`config.mk`:
```
export PLATFORM = sky130hd
export DESIGN_NAME = rbmp_sqrt
export DESIGN_NICKNAME = d
export VERILOG_FILES = /design/src/design/rbmp_sqrt.sv
export SDC_FILE = /design/constraint.sdc
export NUM_CORES = 2
export LEC_CHECK = 0
export BUFFER_PORTS_ARGS = -buffer_cell sky130_fd_sc_hd__buf_2
export CAP_MARGIN = 20
export CORE_MARGIN = 3
export CORE_UTILIZATION = 58
export DETAILED_ROUTE_END_ITERATION = 10
export GPL_TIMING_DRIVEN = 0
export PLACE_DENSITY = 0.83
export SKIP_LAST_GASP = 1
export SLEW_MARGIN = 20
export SYNTH_ARGS = -nofsm -noshare
export SYNTH_HDL_FRONTEND = slang
export SYNTH_MEMORY_MAX_BITS = 65536
export SYNTH_SLANG_ARGS = --single-unit
```
`constraint.sdc`:
```
create_clock -name clk -period 3.4 [get_ports clk]
set_input_delay 0 -clock clk [delete_from_list [all_inputs] [get_ports clk]]
set_output_delay 0 -clock clk [all_outputs]
set_load 0.005 [all_outputs]
```
`src/design/rbmp_sqrt.sv`:
```
// pipelined integer square root, one result bit per stage, floor result
// depends on nothing but its parameter; MW pipeline stages
module rbmp_sqrt #(
    parameter int MW = 33
) (
    input  logic              clk,
    input  logic              en,
    input  logic [2*MW-1:0]   s,
    output logic [MW-1:0]     r
);

    localparam int RW = MW + 2;

    logic [2*MW-1:0] sv_reg   [0:MW-1];
    logic [RW-1:0]   rem_reg  [0:MW-1];
    logic [MW-1:0]   root_reg [0:MW-1];

    genvar k;
    generate
        for (k = 0; k < MW; k++)
        begin : g_stage
            logic [2*MW-1:0] sv_cur;
            logic [RW-1:0]   rem_cur;
            logic [MW-1:0]   root_cur;
            logic [RW-1:0]   rr;
            logic [RW-1:0]   tr;
            logic            ge;

            if (k == 0)
            begin : g_first
                assign sv_cur   = s;
                assign rem_cur  = '0;
                assign root_cur = '0;
            end
            else
            begin : g_next
                assign sv_cur   = sv_reg[k-1];
                assign rem_cur  = rem_reg[k-1];
                assign root_cur = root_reg[k-1];
            end

            // bring down two radicand bits and try the next root bit
            assign rr = {rem_cur[MW-1:0], sv_cur[2*MW-1 -: 2]};
            assign tr = {root_cur, 2'b01};
            assign ge = (rr >= tr);

            always_ff @(posedge clk)
            begin
                if (en)
                begin
                    sv_reg[k]   <= sv_cur << 2;
                    rem_reg[k]  <= ge ? (rr - tr) : rr;
                    root_reg[k] <= {root_cur[MW-2:0], ge};
                end
            end
        end
    endgenerate

    assign r = root_reg[MW-1];

endmodule

```
---- Yosys cells after proc, flatten, opt, wreduce, memory -nomap -nowiden ----
Memories as Yosys holds them, arrays and structs flattened.
Cells that the tools add are included.
cells by class
  add/sub/neg operators ................... 33
  multipliers ............................. 0
  divide/modulo/power cells ............... 0
  order comparisons ....................... 33
  equality and inequality tests ........... 0
  shift operators ......................... 0
  multiplexer cells ....................... 35
  bitwise operators ....................... 0
  reductions and logical operators ........ 0
operators with widths
  cell                   number
  $mux W35               33
  $ge A35 B35 Y1         32
  $sub A35 B35 Y35       32
  $sub A2 B1 Y3 const B  1
  $ge A2 B1 Y1 const B   1
  $mux W1                2
word-level totals
  flip-flop bits (word level) ............. 0
  bits in latches ......................... 0
  memory bits (writable) .................. 4,356
  memory bits (read-only) ................. 0
  bits of input ports ..................... 68
  output and inout bits ................... 33
  logic and storage cells ................. 104
  memories ................................ 3
memories
  memory    depth  width  rd ports  clocked after memory_dff  write ports  line  RTL
  sv_reg    33     64     32        0                         33           14    logic [2*MW-1:0] sv_reg [0:MW-1];
  rem_reg   33     35     32        0                         33           15    logic [RW-1:0] rem_reg [0:MW-1];
  root_reg  33     33     33        0                         33           16    logic [MW-1:0] root_reg [0:MW-1];

---- Depth between registers and ports, before layout ----
An unclocked memory read counts as a cell.
  depth after elaboration ................. 3
  mapped depth ............................ 14
  mapped depth without buffers ............ 13

---- Least setup slack after synthesis ----
Ideal clock, no wire load.
  path type ............................... register to register
  from .................................... mem rem_reg[0][847] (netlist name)
  to ...................................... mem rem_reg[0][900] (netlist name) (data pin)
  arrival time ............................ 3.234 ns
  required time ........................... 3.130 ns
  slack ................................... -0.104 ns
  stages on the path, launching flop included .. 13
  path buffers ............................ 3
  path through ............................ edfxtp_1 ha_1 clkbuf_1 a21o_1 a311o_1 a2111oi_0 o31ai_1 a31oi_1 o21ai_1 nor3b_1 clkbuf_1 clkbuf_1 o21ai_0
RTL lines
  item             line
  start, declared  15

==> impl_results.md <==
- Final WL: approximately 260 mm
- Worst hold slack: 0.332 ns
- Min-delay src: s[27]
- Max clock buf depth: 4
- Initial antenna violation count: 2
- # rows: 167
- Detailed-route wire length per cell: 19.6 um
- Initial Util: 58.7%
- Worst EP arrival: 4.25 ns
- Power Dens Cells: 683 nW/um^2
- WP data required: ~4.1 ns
- Post-synthesis cell count: 9433
- FFs w/ async S/R, synth: 0%
- CP max FO: 5
- TritonCTS clock tree: done
- Worst r2r src: rem_reg[0][145]
- Post-synthesis sequential area ratio: between 60 and 70%
- Hold Path Class: in2reg
- Fin crit share: 105%
- Total gr overflow: 0
- Vias in the first global route: 76.0k
- Peak Freq: 0.279 GHz
- Fillers: around 14k
- Worst skew pair latency: between 0.9 and 1 ns
- # H-tree levels: 5
- Post-synth EDFFs: 2624
- Max-slew headroom: between 40% and 50%
- Critical Path Start: rem_reg[0][145]
- GRT Total Usage: 23.0%
- First-pass GRT wire length: 401 mm
- RSZ-0062 raised after global routing: true
- Failing checks: setup timing
- Final hold violations: 0
- Worst Skew: 0.0517 ns
- Reg-to-Reg End: rem_reg[0][194]
- Peak VDD IR: 0.000598 V
- MaxCap Viol Count: 0
- Cells after DPL: 12.3k
- First-pass DRT Iterations: 6
- Routed via count: 77.2k
- Final instance area: 141000 um^2
- Die area: 216000 um^2
- Syn_nets: 10.1k
- Register-to-Register Path Depth: 10
- Critical path startpoint category: register
- Multi-input gate area: ~42000 um^2
- Port Buffers: 100
- Die span in y: about 460 um
- Largest net degree at the start of global routing: 164
- Count of final max-slew check failures: 0
- Yosys warns: 0
- Clk root buf: clkbuf_16
- Worst-path clk slew: about 0.060 ns
- CTS Buf Count: 287
- # DRC: 0
- Post-placement cell area: 127000 um^2
- Final non-filler cell total: 13.1k
- Outcome: complete, but fails checks
- Fin worst setup slack: -0.185 ns
- Final worst path period need: 3.59 ns
- Setup slack, reg-to-reg: -0.19 ns
- Final setup viols: 52
- Hold endpoint: sv_reg[0][27]
- Fin nets: 10.7k
- RD Place Congestion: 0.938
- Post-synthesis cell type count: 92
- Layout cell share with drive strength beyond 1: about an eighth
- Sink Count: 2624
- Leakage power: 53.8 nW
- Max reg flops: 1056
- Seq. cell area: between 70000 and 80000 um^2
- Syn Area/Cell: about 13 um^2
- Vias per std cell: 5.90
- Core outline area: between 200000 and 250000 um^2
- Worst Max-Slew Pin Slew: approximately 0.87 ns
- Element type at the critical path end: register
- Leading register cell type out of synthesis: edfxtp_1
- Crit Path Class: reg2reg
- Initial DRC Count: 6922
- WHS Path Cells: 3
- Final ANT Viol Nets: 0
- Die W: 465 um
- Register bit total from synthesis: 2624
- Syn Std Cell Area: 122000 um^2
- Num ports: a little over 100
- Hpwl dp: 174 mm
- Area Growth Syn to Fin: 15.0%
-- through the flow --
stage	setup WS, ns	setup TNS (ns)	power, mW	util, %
floorplan	0.00198	0	58.3	-
global placement	-37.13	-	62.7	60.6
detailed placement	-1.44	-405.18	64.7	60.8
CTS	-0.151	-2.57	95.6	66.6
global route	-0.307	-11.88	101	67.5
finish	-0.185	-5.96	96.0	67.5
-- where the power goes --
group / switching [mW] / total [mW] / internal, mW
sequential: 2.82 / 43.9 / 41.1
clock: 12.2 / 29.8 / 17.6
combinational: 12.8 / 22.3 / 9.52
total: 27.8 / 96.0 / 68.3
-- layout by cell type, fill, tap and decap left out, types with 67 or more instances in the layout --
| cell type | instances |
|---|---|
| inv_1 | 723 |
| o21a_1 | 107 |
| a21o_1 | 229 |
| xnor2_1 | 406 |
| nor2_1 | 579 |
| nand2b_1 | 104 |
| dlygate4sd3_1 | 134 |
| a21oi_1 | 554 |
| nand3_1 | 144 |
| edfxtp_1 | 2624 |
| nand4_1 | 123 |
| clkbuf_1 | 95 |
| buf_4 | 130 |
| nand2_1 | 610 |
| or3_1 | 67 |
| buf_2 | 112 |
| xor2_1 | 419 |
| o21ai_0 | 441 |
| nor3_1 | 231 |
| nor2b_1 | 80 |
| ha_1 | 558 |
| clkbuf_16 | 297 |
| mux2_2 | 109 |
| nor4_1 | 74 |
-- routing by layer --
layer	GRT usage (%)	part of all wire, %	up-vias
met5	0	0.0066	-
met4	9.66	4.5	2
met3	3.04	5.2	769
met2	39.8	50	2769
met1	29.1	40	37300
li1	-	-	36400
-- logic make-up after synthesis --
logic type / count (synthesis) / synth area share, %
AO/OA/AOI/OAI: 1896 / 9.64
XOR/XNOR: 829 / 5.94
adder cells (fa/ha/maj): 595 / 6.09
buffers and inverters: 920 / 2.85
flip-flops: 2624 / 64.5
multiplexers: 121 / 1.10
other: 1 / 0.00307
AND/OR/NAND/NOR: 2447 / 9.89
-- worst max path at each step --
| stage | endpoint | slack, ns | cells past startpoint |
|---|---|---|---|
| final | rem_reg[0][194] | -0.19 | 10 |
| after floorplan | rem_reg[0][916] | 0.002 | 10 |
| after global placement | sv_reg[0][341] | -37.13 | 1 |
| after CTS | rem_reg[0][199] | -0.15 | 10 |
| after detailed placement | rem_reg[0][1074] | -1.44 | 13 |
| after global routing | rem_reg[0][481] | -0.31 | 10 |
-- cell type report --
type                    instances  share of cell area, %
clock inverters               161                   1.03
diodes                          1                0.00178
clock buffers                 334                   5.36
inverters                     731                   1.96
plain buffers                 154                  0.654
flip-flops and latches       2624                   56.1
well taps                    2788                   2.48
multi-input cells            5889                   29.9
repair buffers                396                   2.59
-- cells in the mapped netlist, drive strengths merged, types with 75 or more instances --
cell type / number / share of area [%]
edfxtp: 2624 / 64
inv: 730 / 2.2
nand2: 615 / 1.9
nor2: 606 / 1.9
a21oi: 601 / 2.5
ha: 595 / 6.1
o21ai: 478 / 2.0
xor2: 419 / 3.0
xnor2: 410 / 2.9
nor3: 265 / 1.1
a21o: 232 / 1.4
clkbuf: 170 / 0.52
nand3: 150 / 0.62
nand4: 123 / 0.63
nand2b: 112 / 0.59
mux2: 109 / 1.0
o21a: 108 / 0.66
nor4: 100 / 0.52
nor2b: 81 / 0.41
or3: 75 / 0.39
-- repair_timing --
action                                 in CTS  in global routing
setup buffers                              61                 74
gates cloned                                3                  3
hold buffers                              136                  0
setup endpoints to repair                 789                916
resized for setup                         298                366
endpoints found under the hold margin     360                  0
pin swaps                                  42                 75
-- critical path, stage by stage (launching register included) --
cell	delay (ns)
edfxtp_1	0.41
or4_4	0.58
nor4b_4	0.32
nand3_2	0.16
or4_4	0.46
or4_4	0.51
buf_6	0.16
o21ai_4	0.28
buf_6	0.21
nor3_2	0.06
xor2_1	0.17
(Power assumes the default switching activity.)
