[src/design/rbmp_div.sv]
// pipelined restoring divider: (num << SH) / den, one quotient bit per stage
// depends on nothing but its parameters; quotient < 2^(SH+1)
module rbmp_div #(
    parameter int NW = 33,
    parameter int DW = 33,
    parameter int SH = 30
) (
    input  logic          clk,
    input  logic          en,
    input  logic [NW-1:0] num,
    input  logic [DW-1:0] den,
    output logic [SH:0]   quo
);

    localparam int QB = SH + 1;

    logic [DW-1:0] rem_reg [0:QB-1];
    logic [QB-1:0] lb_reg  [0:QB-1];
    logic [DW-1:0] den_reg [0:QB-1];
    logic [QB-1:0] q_reg   [0:QB-1];

    genvar k;
    generate
        for (k = 0; k < QB; k++)
        begin : g_stage
            logic [DW-1:0] rem_cur;
            logic [QB-1:0] lb_cur;
            logic [DW-1:0] d_cur;
            logic [QB-1:0] q_cur;
            logic [DW:0]   rr;
            logic [DW:0]   dd;
            logic [DW:0]   diff;
            logic          ge;

            if (k == 0)
            begin : g_first
                // upper numerator bits are known to lie below the divisor
                assign rem_cur = DW'(num >> 1);
                assign lb_cur  = {num[0], {SH{1'b0}}};
                assign d_cur   = den;
                assign q_cur   = '0;
            end
            else
            begin : g_next
                assign rem_cur = rem_reg[k-1];
                assign lb_cur  = lb_reg[k-1];
                assign d_cur   = den_reg[k-1];
                assign q_cur   = q_reg[k-1];
            end

            // shift in one numerator bit, subtract when it fits
            assign rr   = {rem_cur, lb_cur[QB-1]};
            assign dd   = {1'b0, d_cur};
            assign diff = rr - dd;
            assign ge   = (rr >= dd);

            always_ff @(posedge clk)
            begin
                if (en)
                begin
                    rem_reg[k] <= ge ? diff[DW-1:0] : rr[DW-1:0];
                    lb_reg[k]  <= lb_cur << 1;
                    den_reg[k] <= d_cur;
                    q_reg[k]   <= {q_cur[QB-2:0], ge};
                end
            end
        end
    endgenerate

    assign quo = q_reg[QB-1];

endmodule

[config.mk]
export PLATFORM = sky130hd
export DESIGN_NAME = rbmp_div
export DESIGN_NICKNAME = d
export VERILOG_FILES = /design/src/design/rbmp_div.sv
export SDC_FILE = /design/constraint.sdc
export NUM_CORES = 2
export LEC_CHECK = 0
export BUFFER_PORTS_ARGS = -buffer_cell sky130_fd_sc_hd__buf_4
export CAP_MARGIN = 10
export CORE_MARGIN = 2
export CORE_UTILIZATION = 55
export CTS_CLUSTER_SIZE = 30
export DETAILED_ROUTE_END_ITERATION = 8
export PLACE_DENSITY = 0.71
export REMOVE_ABC_BUFFERS = 1
export SYNTH_ARGS = -nofsm -noshare
export SYNTH_HDL_FRONTEND = slang
export SYNTH_SLANG_ARGS = --single-unit
[constraint.sdc]
create_clock -name clk -period 4.6 [get_ports clk]
set_input_delay 0.46 -clock clk [delete_from_list [all_inputs] [get_ports clk]]
set_output_delay 0.46 -clock clk [all_outputs]
set_load 0.005 [all_outputs]
# Yosys cells after proc, flatten, opt, wreduce, memory -nomap -nowiden
# Memories as Yosys holds them, arrays and structs flattened.
# Cells that the tools add are included.
[classes]
bitwise = 0
add_sub_neg = 31
n_mux = 33
magnitude_cmp = 31
n_reduce_logical = 0
n_shift = 0
mul = 0
n_eq_ne = 0
n_div = 0
[ops]
columns = ["op", "count"]
rows = [
  ["two-way mux 33 bit", 31],
  ["subtractor 33 bit", 31],
  [">= comparator 34 x 33 -> 1 bit", 30],
  [">= comparator 33 bit", 1],
  ["two-way mux 1 bit", 2],
]
[word_totals]
mem_bits_rw = 3937
ff_bits = 0
in_bits = 68
rom_bits = 0
wordCells = 99
n_memories = 4
latch_bits = 0
[memory_table]
columns = ["memory", "words", "word_bits", "rd", "rd_ports_with_merged_regs", "write_ports", "line_no", "text"]
rows = [
  ["den_reg", 31, 33, 30, 0, 31, "19", "logic [DW-1:0] den_reg [0:QB-1];"],
  ["rem_reg", 31, 33, 30, 0, 31, "17", "logic [DW-1:0] rem_reg [0:QB-1];"],
  ["q_reg", 31, 31, 31, 0, 31, "20", "logic [QB-1:0] q_reg [0:QB-1];"],
  ["lb_reg", 31, 30, 30, 0, 31, "18", "logic [QB-1:0] lb_reg [0:QB-1];"],
]

# Longest topological paths before layout
# An unclocked memory read counts as a cell.
[depth]
word_depth = 3
ltp_mapped = 16
mapped_depth_nobuf = 14

# Least setup slack after synthesis
# OpenSTA, ideal clock, no wires.
[synth_timing]
kind = "register -> register"
startpoint = "memory rem_reg[23][5] (netlist: rem_reg[1][236])"
endpoint = "memory rem_reg[24][25] (netlist: rem_reg[1][289]), data pin"
path_stages_with_launch = 13
arrival_ps = 3157
slack_ps = 1183
required_time_ps = 4340
cell_sequence = "edfxtp_1 > ha_1 > a211o_1 > or2_2 > o22ai_2 > nand2_1 > a311oi_1 > o31ai_1 > nand3_1 > a2111oi_2 > nor4_4 > buf_2 > mux2_2"
[synth_rtl]
columns = ["item", "line_no"]
rows = [
  ["start, declared", "17"],
]

==> results by stage <==
Hold path:
- The origin of the worst min-delay path is den[26].
- The type of the worst min-delay path is input port to register.

Logic synthesis:
- Of the post-synthesis cell area, the dominant cell type holds 53.8%.
- After synthesis, the share of flip-flops with an asynchronous set or reset is 0%.
- The netlist uses 90 different library cells.
- A synthesized cell averages 11.4 um2.
- The most frequent cell after synthesis is edfxtp_1.
- The most used flip-flop cell after synthesis is edfxtp_1.
- During synthesis, Yosys emitted a total of 0 warnings.
- Yosys attributes the largest share of cell area to edfxtp_1 54%, ha_1 9.2%, a21oi_1 3.7%, inv_1 3.5%, xnor2_1 3.3%.
- The count of flip-flops with a built-in enable after synthesis is 2476.
- The sequential cell area fraction in the yosys report is 53.8%.
- The cell area that synthesis handed to floorplanning was 138000 um2.
- The commonest cells after synthesis are 2476 x edfxtp_1, 1292 x inv_1, 1024 x a21oi_1.
- The synthesized instance count is 12200.
- The cell type with the highest aggregate area in the netlist is edfxtp_1.
- Counting flops and latches in the post-synthesis netlist gives 2476.

Floorplanning:
- The chip width is 505 um.
- The starting utilization of the core area is 55.2%.
- After floorplanning, the core was divided into 184 placement rows.
- The core region is 251000 um2.
- In this run the count of I/O pins placed on the die edge is 99.
- The vertical extent of the die is 505 um.
- The die covers 256000 um2.

Worst setup path:
- The worst setup path is captured at a register.
- The signal arrival time at the worst endpoint is 4.88 ns.
- The launching point of the worst reg2reg path is den_reg[18][2].
- The worst setup path is launched from a register.
- The start point of the critical path is den_reg[18][2].
- Of all nets on the critical path, the largest fanout is 39.
- Data on the critical path is required at its endpoint by 5.23 ns.
- The critical path is of the register to register type.
- Across all register-to-register paths, the minimum setup slack is 0.35 ns.

Place:
- The global placement routability congestion is 0.941.
- The number of buffer cells added on primary ports is 98.
- The half-perimeter wire length of the detailed placement result is 250 mm.

Global routing:
- The total global routing track utilization is 25.6%.
- Global routing finished with a remaining overflow of 0.
- The via count of the first global-routing pass is 92500.
- The largest net degree at the start of global routing is 190.
- The number of antenna violations at the first check in global routing came to 10.
- The first global-routing pass estimated 518 mm of wire.

Finish:
- The number of nets in the final layout is 13600.
- The area overhead of the layout relative to synthesis is 11.2%.
- In the final layout, the share of cells above drive strength 1 is 8.94%.

Detailed routing:
- Dividing the detail-routed wire length by the instance count gives 20.6 um.
- In the routed layout, each cell is associated on average with a via count of 5.83.
- The total length of routed wires is 331 mm.
- Across all layers, the routed design uses 93600 vias.
- After detailed routing, the number of remaining DRC violations is 0.
- The number of antenna-violating nets in the routed design is 0.
- After the first detailed-routing iteration, the DRC count stood at 7214.
- The pre-antenna-repair detailed-routing pass consisted of 6 iterations.

Clock network:
- The later-pin clock latency in the skew report is 0.96 ns.
- The root buffer cell chosen for the clock tree is clkbuf_16.
- No sink is reached through more buffers than the 4 on the longest clock path.
- Clock-pin slew was measured on the worst setup and hold paths at 0.06 ns.
- TritonCTS built the clock tree.
- The total CTS buffers is 291.
- CTS built an H-tree with a depth of 5.
- The number of clock sinks is 2476.

Timing:
- The time the final worst path needs with I/O delays and setup is 4.25 ns.
- The number of hold violations in the final report is 0.
- The final-layout setup total negative slack is 0 ns.
- The maximum achievable frequency is 235 MHz.
- For the pin with the worst max-slew slack, the measured transition is 1.20 ns.
- Setup repair after global routing left no endpoint under its margin.
- The setup-violating endpoint count in the final report is 0.
- Clock skew on the completed layout was measured at 0.0680 ns.
- The fraction of the cycle the final worst path needs is 92.3%.
- The worst relative slew slack is 19.7%.
- The number of max-slew violations in the final report came to 0.

Run:
- Max-cap violations in this run came to 0.

Power:
- Across the VDD grid, the largest voltage drop is 0.475 mV.
- The total power density per cell area is 734 nW/um2.
- Power comes to 113000 uW.
- Summed over all cells, the static leakage comes to 0.0634 uW.

Run status:
- The run finished with clean final reports.
[logic make-up after synthesis]
family	count (synthesis)	synth area share, %
compound gates	3270	14.8
xor+xnor	859	5.44
fa+ha+maj	1052	9.68
buf+inv	1564	4.31
flops	2476	53.8
mux	416	3.37
simple gates	2535	8.61
[area by class of cell]
cell class	instances	area, um2
Fill cell	19800	96900
Sequential cell	2476	74400
Multi-Input combinational cell	8132	58200
Clock buffer	340	7570
Inverter	1292	4850
Tap cell	3348	4190
Timing Repair Buffer	285	2800
Clock inverter	165	1780
Antenna cell	6	15.0
[path summary, 6_finish.rpt]
check | cells after the start | to
min reg2reg | 0 | q_reg[20][20]
min | 2 | den_reg[0][26]
max reg2reg | 12 | rem_reg[1][126]
max | 12 | rem_reg[1][126]
[layout by cell type (no fill, tap or decap), types with 30 or more instances in the layout]
| cell type | instances |
|---|---|
| bufinv_16 | 34 |
| or3_1 | 31 |
| nor2_1 | 664 |
| a41oi_1 | 32 |
| o31ai_1 | 47 |
| and2_1 | 59 |
| a211oi_1 | 59 |
| nand2b_1 | 131 |
| xor2_1 | 339 |
| mux2_2 | 394 |
| nand2_1 | 818 |
| nor4_1 | 34 |
| clkinv_2 | 47 |
| nor3_1 | 113 |
| clkbuf_16 | 296 |
| and3_1 | 98 |
| o21ai_0 | 789 |
| a21oi_1 | 1022 |
| nand3_1 | 182 |
| ha_1 | 1022 |
| nand4_1 | 148 |
| a31oi_1 | 91 |
| fa_1 | 30 |
| xnor2_1 | 520 |
| clkbuf_1 | 44 |
| a21o_1 | 534 |
| dlygate4sd3_1 | 67 |
| inv_1 | 1292 |
| buf_12 | 38 |
| nor2b_1 | 159 |
| o211ai_1 | 41 |
| edfxtp_1 | 2476 |
| o21bai_1 | 145 |
| buf_4 | 179 |
| o21a_1 | 130 |
| clkinv_1 | 45 |
[timing repair]
action | CTS | global route
setup endpoints to repair | 0 | 8
hold buffers | 67 | 0
hold endpoints to repair | 68 | 0
buffers inserted | 0 | 0
gates resized for setup | 0 | 1
[per-layer routing]
layer / vias to the layer above / GRT usage [%] / part of all wire (%)
li1: 45200 / - / -
met1: 45400 / 32.2 / 42
met2: 2362 / 44.9 / 50
met3: 667 / 3.73 / 4.5
met4: 6 / 8.94 / 3.6
met5: - / 0 / 0.011
[where the power goes]
group / leakage, uW / internal [uW] / switching (uW) / total (uW)
registers: 0.0242 / 33900 / 4330 / 38200
logic: 0.0346 / 22900 / 29100 / 52000
clock network: 0.00453 / 13700 / 9060 / 22700
total: 0.0634 / 70500 / 42400 / 113000
[worst max-delay path: stages (launching register included)]
cell      delay [ns]
edfxtp_1        0.56
inv_1           0.08
ha_1            0.34
nor2b_1         0.15
o21ai_1         0.16
a21boi_1        0.14
o41a_1          0.42
o41ai_2         0.45
o211ai_1        0.26
o311ai_0        0.57
a31oi_4         0.20
buf_12          0.23
mux2_2          0.34
[through the flow]
stage	hold slack (ns)	instances	instance area, um2	util, %	worst slack (ns)
floorplan	0.400	11900	137000	-	-2.91
global placement	0.400	15500	144000	57.3	0.378
detailed placement	0.405	15500	144000	57.3	0.412
CTS	0.179	16000	154000	61.3	0.333
global route	0.209	16000	154000	61.3	0.0510
finish	0.251	16000	154000	61.3	0.353
No activity file was read; power rests on OpenSTA's default activity.
